--- config.mk ---
export PLATFORM = sky130hd
export DESIGN_NAME = flash_write_combine_cache
export DESIGN_NICKNAME = d
export VERILOG_FILES = /design/src/fwcc_pkg.sv /design/src/fwcc_dp.sv /design/src/fwcc_ctrl.sv /design/src/flash_write_combine_cache.sv
export VERILOG_INCLUDE_DIRS = /design/src /design/src/src
export SDC_FILE = /design/constraint.sdc
export NUM_CORES = 1
export LEC_CHECK = 0
export ABC_AREA = 1
export BUFFER_PORTS_ARGS = -buffer_cell sky130_fd_sc_hd__buf_2
export CORE_MARGIN = 2
export CORE_UTILIZATION = 40
export DETAILED_ROUTE_END_ITERATION = 10
export GPL_ROUTABILITY_DRIVEN = 0
export PLACE_DENSITY_LB_ADDON = 0.08
export REMOVE_ABC_BUFFERS = 1
export SYNTH_ARGS = -nofsm -noshare
export SYNTH_HDL_FRONTEND = slang
export SYNTH_SLANG_ARGS = --single-unit
--- constraint.sdc ---
create_clock -name i_clk -period 11.8 [get_ports i_clk]
set_input_delay 1.18 -clock i_clk [delete_from_list [all_inputs] [get_ports i_clk]]
set_output_delay 1.18 -clock i_clk [all_outputs]
set_load 0.05 [all_outputs]
--- src/flash_write_combine_cache_defines.svh ---
// Assertion macros shared by the flash write-combining cache modules.
`ifndef FLASH_WRITE_COMBINE_CACHE_DEFINES_SVH
`define FLASH_WRITE_COMBINE_CACHE_DEFINES_SVH

// Same-cycle implication, checked on every rising edge outside reset.
`define FWCC_ASSERT_IMPL(label, ante, cons, msg) \
    label: assert property (@(posedge i_clk) disable iff (!i_rst_n) (ante) |-> (cons)) \
        else $error(msg);

// Next-cycle implication, checked on every rising edge outside reset.
`define FWCC_ASSERT_NEXT(label, ante, cons, msg) \
    label: assert property (@(posedge i_clk) disable iff (!i_rst_n) (ante) |=> (cons)) \
        else $error(msg);

`endif

--- src/fwcc_pkg.sv ---
// Types, constants and codes shared by the flash write-combining cache modules.
package fwcc_pkg;

    localparam int LINE_WORDS = 8;
    localparam int IDX_W      = $clog2(LINE_WORDS);
    localparam int OFF_W      = IDX_W + 2;
    localparam int MEM_AW     = IDX_W + 1;
    localparam int MEM_DEPTH  = 2 * LINE_WORDS;

    localparam logic [IDX_W-1:0] LAST_IDX  = IDX_W'(LINE_WORDS - 1);
    localparam logic [31:0]      ALL_ONES  = 32'hffff_ffff;
    localparam logic [31:0]      IMG_RESET = 32'd134234112;

    localparam logic [1:0] MODE_WRITE = 2'd0;
    localparam logic [1:0] MODE_READ  = 2'd1;
    localparam logic [1:0] MODE_RESET = 2'd2;

    localparam logic [1:0] KIND_FLUSH = 2'd0;
    localparam logic [1:0] KIND_DONE  = 2'd1;
    localparam logic [1:0] KIND_READ  = 2'd2;

    typedef enum logic [2:0] {
        S_IDLE,
        S_DECODE,
        S_RD_WAIT,
        S_STREAM_RD,
        S_STREAM_OUT,
        S_POST,
        S_RESP
    } t_state;

    typedef struct packed {
        logic capture;
        logic cache_reset;
        logic write_commit;
        logic rd_req;
        logic rd_stream;
        logic latch_rv;
        logic invert_rv;
        logic cnt_clr;
        logic cnt_inc;
        logic sel_set;
        logic sel_val;
        logic clear0;
        logic clear1;
        logic load_flush;
        logic load_resp;
        logic resp_failed;
    } t_dp_cmd;

    typedef struct packed {
        logic [1:0] mode;
        logic       flush_wr;
        logic       flush_rd;
        logic       dirty1;
        logic       ok0;
        logic       ok1;
        logic       sel;
        logic       cnt_last;
        logic       out_free;
    } t_dp_status;

endpackage

--- src/fwcc_dp.sv ---
// Datapath of the flash write-combining cache: request, tags, line memory, output register.
`include "flash_write_combine_cache_defines.svh"

module fwcc_dp (
    input  logic                 i_clk,
    input  logic                 i_rst_n,
    input  fwcc_pkg::t_dp_cmd    i_cmd,
    output fwcc_pkg::t_dp_status o_status,
    input  logic [1:0]           i_mode,
    input  logic [31:0]          i_address,
    input  logic [31:0]          i_write_data,
    input  logic [31:0]          i_flash_data,
    input  logic                 i_second_line_program_ok,
    input  logic                 i_first_line_program_ok,
    input  logic                 i_cfg_wr_en,
    input  logic [31:0]          i_cfg_wr_data,
    input  logic                 i_out_stall,
    output logic                 o_out_valid,
    output logic [1:0]           o_kind,
    output logic [31:0]          o_target_address,
    output logic [31:0]          o_data,
    output logic                 o_failed,
    output logic                 o_last
);

    logic [31:0] r_cfg;
    logic [1:0]  r_mode;
    logic [31:0] r_addr;
    logic [31:0] r_wdata;
    logic [31:0] r_fdata;
    logic        r_ok0;
    logic        r_ok1;

    logic [1:0][31:0]                   r_tag;
    logic [1:0]                         r_dirty;
    logic [1:0][fwcc_pkg::IDX_W-1:0]    r_last_idx;
    logic [31:0]                        r_mem [fwcc_pkg::MEM_DEPTH];
    logic [fwcc_pkg::MEM_DEPTH-1:0]     r_valid;
    logic [31:0]                        r_mem_q;
    logic                               r_q_valid;
    logic [31:0]                        r_rv;
    logic [fwcc_pkg::IDX_W-1:0]         r_cnt;
    logic                               r_sel;

    logic        r_out_valid;
    logic [1:0]  r_out_kind;
    logic [31:0] r_out_addr;
    logic [31:0] r_out_data;
    logic        r_out_failed;
    logic        r_out_last;

    logic [fwcc_pkg::IDX_W-1:0]  req_idx;
    logic [31:0]                 req_base;
    logic                        hit0;
    logic                        hit1;
    logic                        claim;
    logic                        wr_en;
    logic [fwcc_pkg::MEM_AW-1:0] wr_addr;
    logic                        rd_en;
    logic [fwcc_pkg::MEM_AW-1:0] rd_addr;
    logic [31:0]                 word_q;
    logic [31:0]                 stream_addr;
    logic                        out_free;

    assign req_idx  = r_addr[fwcc_pkg::OFF_W-1:2];
    assign req_base = {r_addr[31:fwcc_pkg::OFF_W], {fwcc_pkg::OFF_W{1'b0}}};
    assign hit0     = (r_tag[0] == req_base);
    assign hit1     = !hit0 && (r_tag[1] == req_base);
    assign claim    = !hit0 && !hit1 && (req_idx == '0);
    assign wr_en    = i_cmd.write_commit && (hit0 || hit1 || claim);
    assign wr_addr  = {!hit0, req_idx};
    assign rd_en    = i_cmd.rd_req || i_cmd.rd_stream;
    assign rd_addr  = i_cmd.rd_stream ? {r_sel, r_cnt} : {!hit0, req_idx};
    assign word_q   = r_q_valid ? r_mem_q : fwcc_pkg::ALL_ONES;
    assign stream_addr = r_tag[r_sel] + {{(32 - fwcc_pkg::OFF_W){1'b0}}, r_cnt, 2'b00};
    assign out_free = !r_out_valid || !i_out_stall;

    always_comb begin
        o_status          = '0;
        o_status.mode     = r_mode;
        o_status.flush_wr = hit0 && (req_idx == '0) && r_dirty[0]
                            && (r_last_idx[0] == fwcc_pkg::LAST_IDX);
        o_status.flush_rd = hit1 && (req_idx == fwcc_pkg::LAST_IDX);
        o_status.dirty1   = r_dirty[1];
        o_status.ok0      = r_ok0;
        o_status.ok1      = r_ok1;
        o_status.sel      = r_sel;
        o_status.cnt_last = (r_cnt == fwcc_pkg::LAST_IDX);
        o_status.out_free = out_free;
    end

    always_ff @(posedge i_clk) begin
        if (!i_rst_n) begin
            r_cfg <= fwcc_pkg::IMG_RESET;
        end else if (i_cfg_wr_en) begin
            r_cfg <= i_cfg_wr_data;
        end
    end

    always_ff @(posedge i_clk) begin
        if (i_cmd.capture) begin
            r_mode  <= i_mode;
            r_addr  <= i_address;
            r_wdata <= i_write_data;
            r_fdata <= i_flash_data;
            r_ok0   <= i_first_line_program_ok;
            r_ok1   <= i_second_line_program_ok;
        end
    end

    always_ff @(posedge i_clk) begin
        if (!i_rst_n) begin
            r_tag[0] <= fwcc_pkg::IMG_RESET;
            r_tag[1] <= fwcc_pkg::ALL_ONES;
            r_dirty  <= '0;
            r_valid  <= '0;
        end else begin
            if (i_cmd.cache_reset) begin
                r_tag[0] <= r_cfg;
                r_tag[1] <= fwcc_pkg::ALL_ONES;
                r_dirty  <= '0;
                r_valid  <= '0;
            end
            if (i_cmd.clear0) begin
                r_tag[0]   <= fwcc_pkg::ALL_ONES;
                r_dirty[0] <= 1'b0;
                for (int i = 0; i < fwcc_pkg::LINE_WORDS; i++) begin
                    r_valid[i] <= 1'b0;
                end
            end
            if (i_cmd.clear1) begin
                r_tag[1]   <= fwcc_pkg::ALL_ONES;
                r_dirty[1] <= 1'b0;
                for (int i = 0; i < fwcc_pkg::LINE_WORDS; i++) begin
                    r_valid[fwcc_pkg::LINE_WORDS + i] <= 1'b0;
                end
            end
            if (i_cmd.write_commit && claim) begin
                r_tag[1] <= r_addr;
            end
            if (wr_en) begin
                r_valid[wr_addr] <= 1'b1;
                if (!o_status.flush_wr) begin
                    r_dirty[!hit0] <= 1'b1;
                end
            end
        end
    end

    always_ff @(posedge i_clk) begin
        if (wr_en && !o_status.flush_wr) begin
            r_last_idx[!hit0] <= req_idx;
        end
    end

    always_ff @(posedge i_clk) begin
        if (wr_en) begin
            r_mem[wr_addr] <= r_wdata;
        end
        if (rd_en) begin
            r_mem_q   <= r_mem[rd_addr];
            r_q_valid <= r_valid[rd_addr];
        end
    end

    always_ff @(posedge i_clk) begin
        if (i_cmd.latch_rv) begin
            r_rv <= (hit0 || hit1) ? word_q : r_fdata;
        end else if (i_cmd.invert_rv) begin
            r_rv <= ~r_rv;
        end
        if (i_cmd.cnt_clr) begin
            r_cnt <= '0;
        end else if (i_cmd.cnt_inc) begin
            r_cnt <= r_cnt + 1'b1;
        end
        if (i_cmd.sel_set) begin
            r_sel <= i_cmd.sel_val;
        end
    end

    always_ff @(posedge i_clk) begin
        if (!i_rst_n) begin
            r_out_valid <= 1'b0;
        end else if (i_cmd.load_flush || i_cmd.load_resp) begin
            r_out_valid <= 1'b1;
        end else if (!i_out_stall) begin
            r_out_valid <= 1'b0;
        end
    end

    always_ff @(posedge i_clk) begin
        if (i_cmd.load_flush) begin
            r_out_kind   <= fwcc_pkg::KIND_FLUSH;
            r_out_addr   <= stream_addr;
            r_out_data   <= word_q;
            r_out_failed <= 1'b0;
            r_out_last   <= 1'b0;
        end else if (i_cmd.load_resp) begin
            r_out_kind   <= (r_mode == fwcc_pkg::MODE_READ) ? fwcc_pkg::KIND_READ
                                                            : fwcc_pkg::KIND_DONE;
            r_out_addr   <= r_addr;
            r_out_data   <= (r_mode == fwcc_pkg::MODE_READ) ? r_rv : 32'd0;
            r_out_failed <= i_cmd.resp_failed;
            r_out_last   <= 1'b1;
        end
    end

    assign o_out_valid      = r_out_valid;
    assign o_kind           = r_out_kind;
    assign o_target_address = r_out_addr;
    assign o_data           = r_out_data;
    assign o_failed         = r_out_failed;
    assign o_last           = r_out_last;

    `FWCC_ASSERT_IMPL(a_load_needs_room, i_cmd.load_flush || i_cmd.load_resp, out_free, "result loaded over a pending one")
    `FWCC_ASSERT_IMPL(a_dirty0_tagged, r_dirty[0], r_tag[0] != fwcc_pkg::ALL_ONES, "dirty line zero has no tag")
    `FWCC_ASSERT_IMPL(a_dirty1_tagged, r_dirty[1], r_tag[1] != fwcc_pkg::ALL_ONES, "dirty line one has no tag")

endmodule

--- src/fwcc_ctrl.sv ---
// Controller state machine of the flash write-combining cache.
`include "flash_write_combine_cache_defines.svh"

module fwcc_ctrl (
    input  logic                 i_clk,
    input  logic                 i_rst_n,
    input  logic                 i_in_valid,
    output logic                 o_in_stall,
    input  fwcc_pkg::t_dp_status i_status,
    output fwcc_pkg::t_dp_cmd    o_cmd
);

    fwcc_pkg::t_state r_state;
    fwcc_pkg::t_state n_state;
    logic             r_failed;
    logic             n_failed;

    always_ff @(posedge i_clk) begin
        if (!i_rst_n) begin
            r_state  <= fwcc_pkg::S_IDLE;
            r_failed <= 1'b0;
        end else begin
            r_state  <= n_state;
            r_failed <= n_failed;
        end
    end

    always_comb begin
        n_state = r_state;
        case (r_state)
            fwcc_pkg::S_IDLE: begin
                if (i_in_valid) begin
                    n_state = fwcc_pkg::S_DECODE;
                end
            end
            fwcc_pkg::S_DECODE: begin
                if (i_status.mode == fwcc_pkg::MODE_WRITE) begin
                    n_state = i_status.flush_wr ? fwcc_pkg::S_STREAM_RD : fwcc_pkg::S_RESP;
                end else if (i_status.mode == fwcc_pkg::MODE_READ) begin
                    n_state = fwcc_pkg::S_RD_WAIT;
                end else begin
                    n_state = fwcc_pkg::S_IDLE;
                end
            end
            fwcc_pkg::S_RD_WAIT: begin
                n_state = i_status.flush_rd ? fwcc_pkg::S_STREAM_RD : fwcc_pkg::S_RESP;
            end
            fwcc_pkg::S_STREAM_RD: begin
                n_state = fwcc_pkg::S_STREAM_OUT;
            end
            fwcc_pkg::S_STREAM_OUT: begin
                if (i_status.out_free) begin
                    n_state = i_status.cnt_last ? fwcc_pkg::S_POST : fwcc_pkg::S_STREAM_RD;
                end
            end
            fwcc_pkg::S_POST: begin
                if (i_status.mode == fwcc_pkg::MODE_WRITE && i_status.sel && i_status.ok1) begin
                    n_state = fwcc_pkg::S_STREAM_RD;
                end else begin
                    n_state = fwcc_pkg::S_RESP;
                end
            end
            fwcc_pkg::S_RESP: begin
                if (i_status.out_free) begin
                    n_state = fwcc_pkg::S_IDLE;
                end
            end
            default: begin
                n_state = fwcc_pkg::S_IDLE;
            end
        endcase
    end

    always_comb begin
        o_cmd      = '0;
        n_failed   = r_failed;
        o_in_stall = (r_state != fwcc_pkg::S_IDLE) || !i_rst_n;
        case (r_state)
            fwcc_pkg::S_IDLE: begin
                o_cmd.capture = i_in_valid && i_rst_n;
            end
            fwcc_pkg::S_DECODE: begin
                n_failed = 1'b0;
                if (i_status.mode == fwcc_pkg::MODE_WRITE) begin
                    o_cmd.write_commit = 1'b1;
                    if (i_status.flush_wr) begin
                        o_cmd.cnt_clr = 1'b1;
                        o_cmd.sel_set = 1'b1;
                        o_cmd.sel_val = i_status.dirty1;
                    end
                end else if (i_status.mode == fwcc_pkg::MODE_READ) begin
                    o_cmd.rd_req = 1'b1;
                end else if (i_status.mode == fwcc_pkg::MODE_RESET) begin
                    o_cmd.cache_reset = 1'b1;
                end
            end
            fwcc_pkg::S_RD_WAIT: begin
                o_cmd.latch_rv = 1'b1;
                if (i_status.flush_rd) begin
                    o_cmd.cnt_clr = 1'b1;
                    o_cmd.sel_set = 1'b1;
                    o_cmd.sel_val = 1'b1;
                end
            end
            fwcc_pkg::S_STREAM_RD: begin
                o_cmd.rd_stream = 1'b1;
            end
            fwcc_pkg::S_STREAM_OUT: begin
                if (i_status.out_free) begin
                    o_cmd.load_flush = 1'b1;
                    o_cmd.cnt_inc    = 1'b1;
                end
            end
            fwcc_pkg::S_POST: begin
                if (i_status.mode == fwcc_pkg::MODE_READ) begin
                    o_cmd.clear1    = i_status.ok1;
                    o_cmd.invert_rv = !i_status.ok1;
                end else if (i_status.sel) begin
                    if (i_status.ok1) begin
                        o_cmd.cnt_clr = 1'b1;
                        o_cmd.sel_set = 1'b1;
                        o_cmd.sel_val = 1'b0;
                    end else begin
                        o_cmd.clear1 = 1'b1;
                        n_failed     = 1'b1;
                    end
                end else begin
                    o_cmd.clear0 = 1'b1;
                    n_failed     = !i_status.ok0;
                end
            end
            fwcc_pkg::S_RESP: begin
                if (i_status.out_free) begin
                    o_cmd.load_resp   = 1'b1;
                    o_cmd.resp_failed = r_failed;
                end
            end
            default: begin
                o_cmd = '0;
            end
        endcase
    end

    `FWCC_ASSERT_NEXT(a_stream_ends, r_state == fwcc_pkg::S_STREAM_OUT && i_status.out_free && i_status.cnt_last, r_state == fwcc_pkg::S_POST, "line stream did not end after its last word")
    `FWCC_ASSERT_NEXT(a_resp_to_idle, r_state == fwcc_pkg::S_RESP && i_status.out_free, r_state == fwcc_pkg::S_IDLE && $past(o_cmd.load_resp), "response not issued before returning to idle")

endmodule

--- src/flash_write_combine_cache.sv ---
// Top level of the two-line write-combining cache in front of flash programming.
//
// Channel   Direction  Handshake               Payload
// request   in         i_in_valid/o_in_stall   mode, address, write_data, flash_data, ok bits
// result    out        o_out_valid/i_out_stall kind, target_address, data, failed, last
// config    in         i_cfg_wr_en             i_cfg_wr_data (image start address)
//
// One request is handled at a time.
// Each flushed word is read from the line memory before it is loaded into the output register,
// because the line memory has a single registered read port. A write can flush both lines.
// Reset is synchronous and active low; no clearing pass is needed afterward.
// A stalled result holds the output register, and the controller waits on it.

module flash_write_combine_cache (
    input  logic        i_clk,
    input  logic        i_rst_n,
    input  logic        i_in_valid,
    output logic        o_in_stall,
    input  logic [1:0]  i_mode,
    input  logic [31:0] i_address,
    input  logic [31:0] i_write_data,
    input  logic [31:0] i_flash_data,
    input  logic        i_second_line_program_ok,
    input  logic        i_first_line_program_ok,
    input  logic        i_cfg_wr_en,
    input  logic [31:0] i_cfg_wr_data,
    output logic        o_out_valid,
    input  logic        i_out_stall,
    output logic [1:0]  o_kind,
    output logic [31:0] o_target_address,
    output logic [31:0] o_data,
    output logic        o_failed,
    output logic        o_last
);

    fwcc_pkg::t_dp_cmd    cmd;
    fwcc_pkg::t_dp_status status;

    fwcc_ctrl u_ctrl (
        .i_clk      (i_clk),
        .i_rst_n    (i_rst_n),
        .i_in_valid (i_in_valid),
        .o_in_stall (o_in_stall),
        .i_status   (status),
        .o_cmd      (cmd)
    );

    fwcc_dp u_dp (
        .i_clk                    (i_clk),
        .i_rst_n                  (i_rst_n),
        .i_cmd                    (cmd),
        .o_status                 (status),
        .i_mode                   (i_mode),
        .i_address                (i_address),
        .i_write_data             (i_write_data),
        .i_flash_data             (i_flash_data),
        .i_second_line_program_ok (i_second_line_program_ok),
        .i_first_line_program_ok  (i_first_line_program_ok),
        .i_cfg_wr_en              (i_cfg_wr_en),
        .i_cfg_wr_data            (i_cfg_wr_data),
        .i_out_stall              (i_out_stall),
        .o_out_valid              (o_out_valid),
        .o_kind                   (o_kind),
        .o_target_address         (o_target_address),
        .o_data                   (o_data),
        .o_failed                 (o_failed),
        .o_last                   (o_last)
    );

endmodule
==> results by group <==
Status
  • Outcome: complete, no violations

Power and ir drop
  • Cell Pwr Density: 183 nW/um^2
  • Peak supply drop: 0.116 mV
  • P_leak: 15.6 nW

Routing
  • First DRT Iteration DRCs: 2414
  • Post-DR vias/cell: 5.38
  • DRC: 0
  • Drt wl/cell: 22.3 um
  • Pre-antenna DRT Iters: 6
  • ANT nets after route: 0
  • Post-Route WL: 108000 um
  • Routed via count: 26.0k

Floorplanning
  • Io pins: 207
  • Core ar.: 90300 um^2
  • Die Wd: 306 um
  • Die ar.: 93800 um^2
  • Row cnt: 110
  • Die height: 306 um
  • Initial Util: 40.5%

Timing
  • Final Hold Viols: 0
  • Tmin final: 4.63 ns
  • Max frequency: 0.216 GHz
  • Final setup margin: 7.17 ns
  • Final TNS setup: 0 ns
  • Clk_skew: 0.0373 ns
  • Slew HR: 23.0%
  • Worst-Margin Slew: 1.16 ns
  • Final setup viols: 0
  • Unrepaired setup endpoints after global routing: no
  • Period utilisation layout: 39.2%
  • Final Max Slew Viols: 0
  • Worst hold margin: 0.461 ns

Logic synthesis
  • Top-count cell post-synth: edfxtp_1
  • Synth cell count leaders: edfxtp_1 (745), nand2_1 (666), nor2_1 (549)
  • Synth top area cells: edfxtp_1 (61%), dfxtp_1 (6.9%), nand2_1 (6.8%)
  • Unique masters post-synth: 41
  • Post-synth top area cell: edfxtp_1
  • Seq cells post-synth: 871
  • Top FF cell, synth: edfxtp_1
  • Yosys warns: 0
  • Post-synthesis sequential area ratio: 68.1%
  • EDFF count, synth: 745
  • Syn Inst Count: 3435
  • Yosys top cell area share: 61.2%
  • Syn Std Cell Area: 36600 um^2
  • FFs w/ async S/R, synth: 0%
  • Synthesized area per cell: 10.6 um^2

Placement
  • DP Worst Slack: 7.17 ns
  • DP HPWL: 62700 um
  • Placed inst area: 38600 um^2
  • Port Buf Inserts: 206

Clock network
  • Clk buf depth: 3
  • Clk slew on worst S/H paths: 0.06 ns
  • CTS sink cnt: 871
  • Clock Latency Late Sink: 0.69 ns
  • CTS tree: yes
  • Hold buffers post-CTS: 0
  • H-tree Lvls: 3
  • Cts bufs inserted: 96
  • Post_cts resized: 0
  • Post-CTS Setup Inserts: 0
  • Root Buffer: clkbuf_16

GRT
  • Initial antenna violation count: 0
  • GRT Residual Overflow: 0
  • Largest net degree at the start of global routing: 225
  • First-pass GRT wire length: 161000 um
  • Overall routing resource usage: 22.6%
  • Number of global-route vias before repair: 25.8k

Worst hold path
  • Worst min path class: register to register

Critical path
  • Startpoint Class: register
  • End of the critical path: u_dp.r_mem[1][30]
  • Maximum fanout along the worst path: 65
  • Worst r2r path cells: 13
  • Critical Path Source: u_dp.r_addr[18]
  • Setup CP Type: register to register
  • Worst r2r src: u_dp.r_addr[18]
  • R2r endpoint: u_dp.r_mem[1][30]
  • Required @ worst endpoint: 12.13 ns
  • R2R Setup Slk: 7.17 ns
  • CP Capture Type: register
  • Worst Path Arrival: 4.96 ns

Layout
  • Diode count: 0
  • Final instance area: 41800 um^2
  • Post-layout nets: 3728
  • Final core utilization: 46.3%
  • Area growth syn-to-layout: 14.4%
  • Share of post-route cells with drive strength above 1: 12.2%

Flow run
  • MaxCap Viol Count: 0
-- layout by cell type, fill, tap and decap left out, types with 5 or more instances in the layout --
cell type,n
xor2_1,14
buf_4,40
o21ai_1,83
o211ai_1,40
clkbuf_1,18
clkinv_1,23
nand2_1,663
xnor2_1,21
edfxtp_1,745
buf_2,206
nand3b_1,5
dfxtp_1,126
inv_1,203
nor3_1,5
clkinvlp_4,8
ha_1,5
bufinv_16,8
o221ai_1,29
nand4_1,12
o21ai_0,348
clkinv_2,14
inv_2,14
nor2_1,535
nand2_2,6
o22ai_1,116
nor2_4,19
clkbuf_16,97
a21oi_1,42
nand3_1,177
-- kinds of logic (layout without fill, tap and decap cells) --
family          count (synthesis)  after routing  synth area share (%)
flops                         871            871                  68.1
buf+inv                       416            645                  4.79
fa+ha+maj                       6              6                 0.226
xor+xnor                       35             35                 0.839
compound gates                670            670                  10.3
simple gates                 1437           1437                  15.8
-- sequential cells by signal, indices dropped and copies added (netlist names), 16 cells and up --
name,cells
u_dp.r_cfg,32
u_dp.r_mem_q,32
u_dp.r_tag,64
u_dp.r_wdata,32
u_dp.r_mem,512
u_dp.r_rv,32
u_dp.o_target_address,32
u_dp.r_valid,16
u_dp.r_fdata,32
u_dp.r_addr,32
u_dp.o_data,32
-- critical path, cell delays in order, from the launching register on --
cell	delay, ns
edfxtp_1	0.43
inv_1	0.12
nand2_1	0.08
a21oi_1	0.23
nand3_1	0.15
nor2_1	0.21
nand2_1	0.43
nand2_2	0.19
buf_4	0.68
nand2_4	0.22
nand2_4	0.24
nand2_1	0.27
nor2_4	0.55
buf_4	0.42
-- through the flow --
stage,power [mW],std cells
after detailed placement,4.73,4662
after CTS,7.72,4839
after global placement,4.72,4662
after global routing,7.96,4840
final,7.65,4840
after floorplan,4.33,3239
-- cell type report --
| cell class | instances | area [um^2] |
|---|---|---|
| Fill cell | 8403 | 48500 |
| Sequential cell | 871 | 24900 |
| Multi-Input combinational cell | 2148 | 10100 |
| Clock buffer | 119 | 2550 |
| Tap cell | 1176 | 1470 |
| Timing Repair Buffer | 248 | 1370 |
| Inverter | 220 | 831 |
| Clock inverter | 58 | 591 |
-- power by group --
part | internal (mW) | switching [mW]
registers | 3.52 | 0.108
logic | 0.277 | 0.763
clock network | 1.72 | 1.26
-- routing by layer --
metal	global-route usage, %	wire (um)	up-vias
met2	37.7	51900	778
met5	0	0	-
met4	6.26	2460	0
met3	2.97	5630	153
li1	-	-	12200
met1	31.0	47900	12900
-- how the worst min path moves through the flow --
stage                endpoint           start  depth (start not counted)  slack [ns]
6_report        u_dp.r_cfg[9]   u_dp.r_cfg[9]                          2        0.46
2_1_floorplan  u_dp.r_cfg[10]  u_dp.r_cfg[10]                          2        0.43
5_1_grt         u_dp.r_cfg[9]   u_dp.r_cfg[9]                          2        0.49
4_1_cts         u_dp.r_cfg[3]   u_dp.r_cfg[3]                          2        0.46
3_5_place_dp    u_dp.r_cfg[8]   u_dp.r_cfg[8]                          2        0.45
3_3_place_gp    u_dp.r_cfg[8]   u_dp.r_cfg[8]                          2        0.44
Note: power is estimated with default switching activity, not from simulation.
